===== src/twc_pkg.sv =====
`timescale 1ns / 1ps
// ----------------------------------------------------------------------------
// twc_pkg: shared types and constants for the thinning window classifier
// bit positions of the 3x3 window, ring order and per-stage word layouts
// ----------------------------------------------------------------------------
package twc_pkg;

    localparam int unsigned WINDOW_W = 9;

    // bit positions inside the window
    localparam int unsigned BIT_NW = 8;
    localparam int unsigned BIT_N  = 7;
    localparam int unsigned BIT_NE = 6;
    localparam int unsigned BIT_W  = 5;
    localparam int unsigned BIT_C  = 4;
    localparam int unsigned BIT_E  = 3;
    localparam int unsigned BIT_SW = 2;
    localparam int unsigned BIT_S  = 1;
    localparam int unsigned BIT_SE = 0;

    localparam int unsigned RING_LEN = 8;

    // outer ring walked clockwise, starting at the nw corner
    localparam int unsigned RING_BITS [RING_LEN] = '{
        BIT_NW, BIT_N, BIT_NE, BIT_E, BIT_SE, BIT_S, BIT_SW, BIT_W
    };

    typedef logic [WINDOW_W-1:0] window_t;

    // after stage 1: center, edge pixels and ring run starts
    typedef struct packed {
        logic                center;
        logic [3:0]          edges;
        logic [RING_LEN-1:0] starts;
    } twc_ring_t;

    // after stage 2: center plus the two counts
    typedef struct packed {
        logic       center;
        logic [2:0] edge_cnt;
        logic [3:0] run_cnt;
    } twc_count_t;

    // after stage 3: the result word
    typedef struct packed {
        logic deletable;
        logic insertable;
        logic prunable;
    } twc_flags_t;

    // one flag per ring position that opens a run holding an edge pixel
    function automatic logic [RING_LEN-1:0] ring_starts(input window_t w);
        logic [RING_LEN-1:0] ring;
        logic [RING_LEN-1:0] flags;
        begin
            for (int i = 0; i < RING_LEN; i++)
            begin
                ring[i] = w[RING_BITS[i]];
            end
            for (int i = 0; i < RING_LEN; i++)
            begin
                // even positions are corners: they count only if the next edge is set
                flags[i] = ring[i] && !ring[(i + RING_LEN - 1) % RING_LEN]
                           && ((i % 2) == 1 || ring[(i + 1) % RING_LEN]);
            end
            return flags;
        end
    endfunction

endpackage


===== src/twc_ring_stage.sv =====
`timescale 1ns / 1ps
// ----------------------------------------------------------------------------
// twc_ring_stage: first pipeline stage
// splits the window into center and edge pixels and marks ring run starts
// ----------------------------------------------------------------------------
module twc_ring_stage (
    input  logic              clk,
    input  logic              rst_n,
    input  logic              in_valid,
    output logic              in_ready,
    input  twc_pkg::window_t  in_word,
    output logic              out_valid,
    input  logic              out_ready,
    output twc_pkg::twc_ring_t out_word
);
    import twc_pkg::*;

    logic      valid_reg;
    logic      valid_next;
    twc_ring_t word_reg;
    twc_ring_t word_next;

    assign in_ready = !valid_reg || out_ready;

    always_comb
    begin
        valid_next = in_ready ? in_valid : valid_reg;
        word_next.center = in_word[BIT_C];
        word_next.edges  = {in_word[BIT_N], in_word[BIT_E], in_word[BIT_S], in_word[BIT_W]};
        word_next.starts = ring_starts(in_word);
    end

    always_ff @(posedge clk or negedge rst_n)
    begin
        if (!rst_n)
        begin
            valid_reg <= 1'b0;
        end
        else
        begin
            valid_reg <= valid_next;
        end
    end

    always_ff @(posedge clk)
    begin
        if (in_valid && in_ready)
        begin
            word_reg <= word_next;
        end
    end

    assign out_valid = valid_reg;
    assign out_word  = word_reg;

endmodule


===== src/twc_count_stage.sv =====
`timescale 1ns / 1ps
// ----------------------------------------------------------------------------
// twc_count_stage: second pipeline stage
// counts set edge pixels and ring runs that hold an edge
// ----------------------------------------------------------------------------
module twc_count_stage (
    input  logic                clk,
    input  logic                rst_n,
    input  logic                in_valid,
    output logic                in_ready,
    input  twc_pkg::twc_ring_t  in_word,
    output logic                out_valid,
    input  logic                out_ready,
    output twc_pkg::twc_count_t out_word
);
    import twc_pkg::*;

    logic       valid_reg;
    logic       valid_next;
    twc_count_t word_reg;
    twc_count_t word_next;
    logic [2:0] edge_sum;
    logic [3:0] run_sum;

    assign in_ready = !valid_reg || out_ready;

    always_comb
    begin
        edge_sum = 3'd0;
        for (int i = 0; i < 4; i++)
        begin
            edge_sum = edge_sum + {2'b00, in_word.edges[i]};
        end
        run_sum = 4'd0;
        for (int i = 0; i < RING_LEN; i++)
        begin
            run_sum = run_sum + {3'b000, in_word.starts[i]};
        end
        word_next.center   = in_word.center;
        word_next.edge_cnt = edge_sum;
        word_next.run_cnt  = run_sum;
        valid_next = in_ready ? in_valid : valid_reg;
    end

    always_ff @(posedge clk or negedge rst_n)
    begin
        if (!rst_n)
        begin
            valid_reg <= 1'b0;
        end
        else
        begin
            valid_reg <= valid_next;
        end
    end

    always_ff @(posedge clk)
    begin
        if (in_valid && in_ready)
        begin
            word_reg <= word_next;
        end
    end

    assign out_valid = valid_reg;
    assign out_word  = word_reg;

endmodule


===== src/twc_decide_stage.sv =====
`timescale 1ns / 1ps
// ----------------------------------------------------------------------------
// twc_decide_stage: third pipeline stage and output register
// turns the counts into the deletable, insertable and prunable flags
// ----------------------------------------------------------------------------
module twc_decide_stage (
    input  logic                clk,
    input  logic                rst_n,
    input  logic                in_valid,
    output logic                in_ready,
    input  twc_pkg::twc_count_t in_word,
    output logic                out_valid,
    input  logic                out_ready,
    output twc_pkg::twc_flags_t out_word
);
    import twc_pkg::*;

    logic       valid_reg;
    logic       valid_next;
    twc_flags_t word_reg;
    twc_flags_t word_next;

    assign in_ready = !valid_reg || out_ready;

    always_comb
    begin
        // two or three of the n, e, s and w pixels set, all in one ring run
        word_next.deletable  = in_word.center
                               && (in_word.edge_cnt == 3'd2 || in_word.edge_cnt == 3'd3)
                               && (in_word.run_cnt <= 4'd1);
        word_next.insertable = !in_word.center && (in_word.edge_cnt != 3'd0);
        word_next.prunable   = in_word.center && (in_word.edge_cnt == 3'd1);
        valid_next = in_ready ? in_valid : valid_reg;
    end

    always_ff @(posedge clk or negedge rst_n)
    begin
        if (!rst_n)
        begin
            valid_reg <= 1'b0;
        end
        else
        begin
            valid_reg <= valid_next;
        end
    end

    always_ff @(posedge clk)
    begin
        if (in_valid && in_ready)
        begin
            word_reg <= word_next;
        end
    end

    assign out_valid = valid_reg;
    assign out_word  = word_reg;

endmodule


===== src/thinning_window_classifier.sv =====
`timescale 1ns / 1ps
// ----------------------------------------------------------------------------
// thinning_window_classifier: 3x3 window classifier for binary thinning
// flags a center pixel as deletable, insertable or prunable under 4-adjacency
// ----------------------------------------------------------------------------
// usage
//   input channel: in_valid / in_ready carry one 9-bit window word
//     (bit 8 nw .. bit 0 se, center at bit 4)
//   output channel: out_valid / out_ready carry one result word made of
//     deletable, insertable and prunable
//   every window gives exactly one result word, in order
// timing
//   three register stages: ring scan, counts, decision; a window passes
//   through the ring, count and decision registers in that order, and the
//   decision register is the output register
//   throughput is one window per cycle while out_ready stays high
// reset
//   rst_n clears every stage valid bit; the pipeline comes up empty and
//   in_ready is high right after reset
// stall
//   each stage holds its word while the next one is full and blocked, so a
//   low out_ready fills the pipe; in_ready drops only once all three stages
//   hold a word, and bubbles between words close up during a stall
// ----------------------------------------------------------------------------
module thinning_window_classifier (
    input  logic             clk,
    input  logic             rst_n,
    input  logic             in_valid,
    output logic             in_ready,
    input  twc_pkg::window_t window,
    output logic             out_valid,
    input  logic             out_ready,
    output logic             deletable,
    output logic             insertable,
    output logic             prunable
);
    import twc_pkg::*;

    // stage handshakes
    logic       ring_valid;
    logic       ring_ready;
    twc_ring_t  ring_word;
    logic       count_valid;
    logic       count_ready;
    twc_count_t count_word;
    twc_flags_t flags_word;

    // stage 1: edge pixels and ring run starts
    twc_ring_stage u_ring (
        .clk       (clk),
        .rst_n     (rst_n),
        .in_valid  (in_valid),
        .in_ready  (in_ready),
        .in_word   (window),
        .out_valid (ring_valid),
        .out_ready (ring_ready),
        .out_word  (ring_word)
    );

    // stage 2: edge count and run count
    twc_count_stage u_count (
        .clk       (clk),
        .rst_n     (rst_n),
        .in_valid  (ring_valid),
        .in_ready  (ring_ready),
        .in_word   (ring_word),
        .out_valid (count_valid),
        .out_ready (count_ready),
        .out_word  (count_word)
    );

    // stage 3: flags, held in the output register
    twc_decide_stage u_decide (
        .clk       (clk),
        .rst_n     (rst_n),
        .in_valid  (count_valid),
        .in_ready  (count_ready),
        .in_word   (count_word),
        .out_valid (out_valid),
        .out_ready (out_ready),
        .out_word  (flags_word)
    );

    assign deletable  = flags_word.deletable;
    assign insertable = flags_word.insertable;
    assign prunable   = flags_word.prunable;

    // the three flags exclude each other
    assert property (@(posedge clk) disable iff (!rst_n)
        out_valid |-> !(deletable && insertable))
        else $error("deletable and insertable both set");

    assert property (@(posedge clk) disable iff (!rst_n)
        out_valid |-> !(deletable && prunable))
        else $error("deletable and prunable both set");

    assert property (@(posedge clk) disable iff (!rst_n)
        out_valid |-> !(insertable && prunable))
        else $error("insertable and prunable both set");

    // input back-pressure only when every stage is full and the output waits
    assert property (@(posedge clk) disable iff (!rst_n)
        !in_ready |-> (out_valid && !out_ready && ring_valid && count_valid))
        else $error("in_ready low without a full, stalled pipeline");

endmodule


===== config.mk =====
export PLATFORM = sky130hd
export DESIGN_NAME = thinning_window_classifier
export DESIGN_NICKNAME = d
export VERILOG_FILES = /design/src/twc_pkg.sv /design/src/twc_ring_stage.sv /design/src/twc_count_stage.sv /design/src/twc_decide_stage.sv /design/src/thinning_window_classifier.sv
export SDC_FILE = /design/constraint.sdc
export NUM_CORES = 1
export LEC_CHECK = 0
export BUFFER_PORTS_ARGS = -buffer_cell sky130_fd_sc_hd__buf_2
export CAP_MARGIN = 20
export CORE_AREA = 10 10 57 59
export CTS_BUF_LIST = sky130_fd_sc_hd__clkbuf_4 sky130_fd_sc_hd__clkbuf_8
export DETAILED_ROUTE_END_ITERATION = 16
export DIE_AREA = 0 0 67 69
export PLACE_DENSITY_LB_ADDON = 0.1
export REMOVE_ABC_BUFFERS = 1
export SYNTH_ARGS = -nofsm -noshare
export SYNTH_HDL_FRONTEND = slang
export SYNTH_SLANG_ARGS = --single-unit
export TNS_END_PERCENT = 20

===== constraint.sdc =====
create_clock -name clk -period 3.85 [get_ports clk]
set_clock_uncertainty 0.05 [all_clocks]
set_input_delay 0.5775 -clock clk [delete_from_list [all_inputs] [get_ports clk]]
set_output_delay 0.5775 -clock clk [all_outputs]
set_load 0.05 [all_outputs]

==> flow_summary.yaml <==
worst_setup_path:
  endpoint_kind: "flip-flop"
  critPathMaxFanout: 2
  worst-setup-path-type: "flip-flop to flip-flop"
  crit_family: "adder cells"
  path_depth: 9
  crit_required_ps: 3990
  path_buf_inv: 4
  cp_slowest_cell: "fa_1"
  worstPathCellList: "ha_1 > inv_1 > fa_1 > fa_1 > inv_1 > fa_1 > inv_1 > fa_1 > inv_1"
  slowest_delay_ps: 490
  critical_path_arrival_ps: 2940
  cp-start-kind: "flip-flop"
  ff2ff_path_depth: 9
route:
  via_per_inst: 4.728
  wl_per_cell_um: 12.29
  vias: 591
  ant_nets: 0
  drc: 0
  wl_um: 1536
  firstDrtPassIters: 4
  drtIter0Drc: 11
logic_synthesis:
  avgSynthCellArea_um2: 15.33
  netlist_instances: 75
  synth_top_area_share_pct: 60.07
  synth_area_leaders: "edfxtp_1, fa_1, dfrtp_1, ha_1, inv_1"
  synth-warning-count: 0
  ys_seq_area_share_pct: 66.59
  synth.largest_area_cell: "edfxtp_1"
  syn_area_mm2: 0.001150
  synth.distinct_cells: 19
  ys_ff_latch: 26
timing:
  worstMarginPinSlew_ps: 568.1
  maxSlewHeadroom_pct: 62.13
  timing.fmax_ghz: 0.3572
  hold_viol: 0
  finalSetupTns_ps: 0
  rsz0062_at_grt: "no"
  timing.hold.ws_ps: 386.2
  setup_viol: 0
  timing.final.crit_share_pct: 72.71
  setup_ws_ps: 1051
  min_period_ps: 2799
  drv_slew: 0
cts:
  post_cts_buffers: 0
  cts-root-buf: "clkbuf_4"
  path_clk_slew_ps: 130
  insertion_delay_ps: 300
  cts_sinks: 26
  clock_path_buffers: 2
  cts_made_buffers: 3
  cts_tree: "yes"
  h-tree-depth: 1
power_and_ir_drop:
  power_mw: 0.5670
  cellLeakagePower_nw: 0.5427
  p_per_area_mw_per_mm2: 434.1
  ir_drop_mv: 0.2456
cells_and_area:
  final_core_util_pct: 60.80
  layout_common_cells: "edfxtp_1, buf_2, inv_1"
  fin_cells: 125
  final_common_cell: "edfxtp_1"
  seq_area_um2: 765.7
  drive_above_1_share_pct: 22.68
  area_delta_synth_final_pct: 13.60
  multiInputGateArea_um2: 342.8
  nFillCells: 188
  fin_nets: 121
  fin_area_mm2: 0.001306
  diodes: 0
placement:
  dp_hpwl_um: 1271
  placed_area_mm2: 0.001270
  port_buffers: 17
  pre_cts_slack_ps: 1060
  place_congestion: 0.7539
  dp_cells: 120
grt:
  grt_max_degree: 15
  antenna_found_initial: 0
  grt_pass1_wl_um: 2649
  gr-usage-all-layers_pct: 7.287
  grt_pass1_vias: 617
  overflow: 0
floorplanning:
  rows: 17
  die_w_um: 67
  fp.dieH_um: 69
  io_pins: 18
  start_util_pct: 53.52
  coreArea_mm2: 0.002148
  dieArea_mm2: 0.004623
job:
  drv_cap: 0
worst_hold_path:
  min_path_cells: 0
  hold_path_class: "flip-flop to flip-flop"
outcome:
  status: "complete, no violations"
## what timing repair did
item	4_1_cts	5_1_grt
resized for setup	0	0
hold endpoints to repair	3	0
hold buffers	1	0
## logic make-up after synthesis
kind of cell | after synthesis | synth area share [%]
DFF | 26 | 66.59
xor gates and xnor gates | 1 | 0.7618
buffers and inverters | 11 | 3.591
and+or+nand+nor | 26 | 14.47
AOI/OAI and AO/OA | 1 | 0.4348
adders and majority gates | 10 | 14.15
## path summary, 6_finish.rpt
| path | from | endpoint | slack [ps] |
|---|---|---|---|
| max | u_ring.out_word[0] | u_count.out_word[1] | 1050 |
| min reg2reg | u_ring.out_word[12] | u_count.out_word[7] | 390 |
| min | u_ring.out_word[12] | u_count.out_word[7] | 390 |
| max reg2reg | u_ring.out_word[0] | u_count.out_word[1] | 1050 |
| min in group asynchronous | rst_n | u_decide.out_valid | 550 |
| max in group asynchronous | rst_n | u_count.out_valid | 3100 |
## flip-flops by register name (all words and copies together) (netlist names)
| register | cells |
|---|---|
| u_decide.out_valid | 1 |
| u_ring.out_valid | 1 |
| u_decide.out_word | 3 |
| u_ring.out_word | 13 |
| u_count.out_word | 7 |
| u_count.out_valid | 1 |
## power breakdown
group          total (mW)  internal, mW  switching [mW]
registers           0.355         0.344          0.0110
clock network       0.109        0.0378          0.0709
logic               0.103        0.0395          0.0635
## metal layers
metal  global-route usage [%]  wire length (um)  up-vias
li1                         -                 -      299
met2                    10.77               762       12
met1                    9.126               688      278
met5                        0                 0        -
met4                    3.394                17        0
met3                    2.576                68        2
## final cells by class
type / instances / share of cell area (%)
timing repair buffer: 18 / 7.280
clock buffer: 3 / 1.724
sequential: 26 / 58.62
clock inverter: 1 / 0.2874
tap: 28 / 2.682
inverter: 11 / 3.161
multi-input combinational: 38 / 26.25
## cells in the mapped netlist
| library cell | number |
|---|---|
| and4bb_2 | 1 |
| and3b_1 | 1 |
| inv_1 | 11 |
| nor3_1 | 1 |
| or4b_1 | 1 |
| ha_1 | 5 |
| a21oi_1 | 1 |
| nand4b_1 | 1 |
| fa_1 | 5 |
| nor3b_2 | 1 |
| and2_1 | 3 |
| xnor2_1 | 1 |
| nor2b_1 | 5 |
| nand3b_1 | 1 |
| nor2_1 | 4 |
| nand2b_1 | 4 |
| dfrtp_1 | 3 |
| edfxtp_1 | 23 |
| nand2_1 | 3 |
No activity file was read; power rests on OpenSTA's default activity.
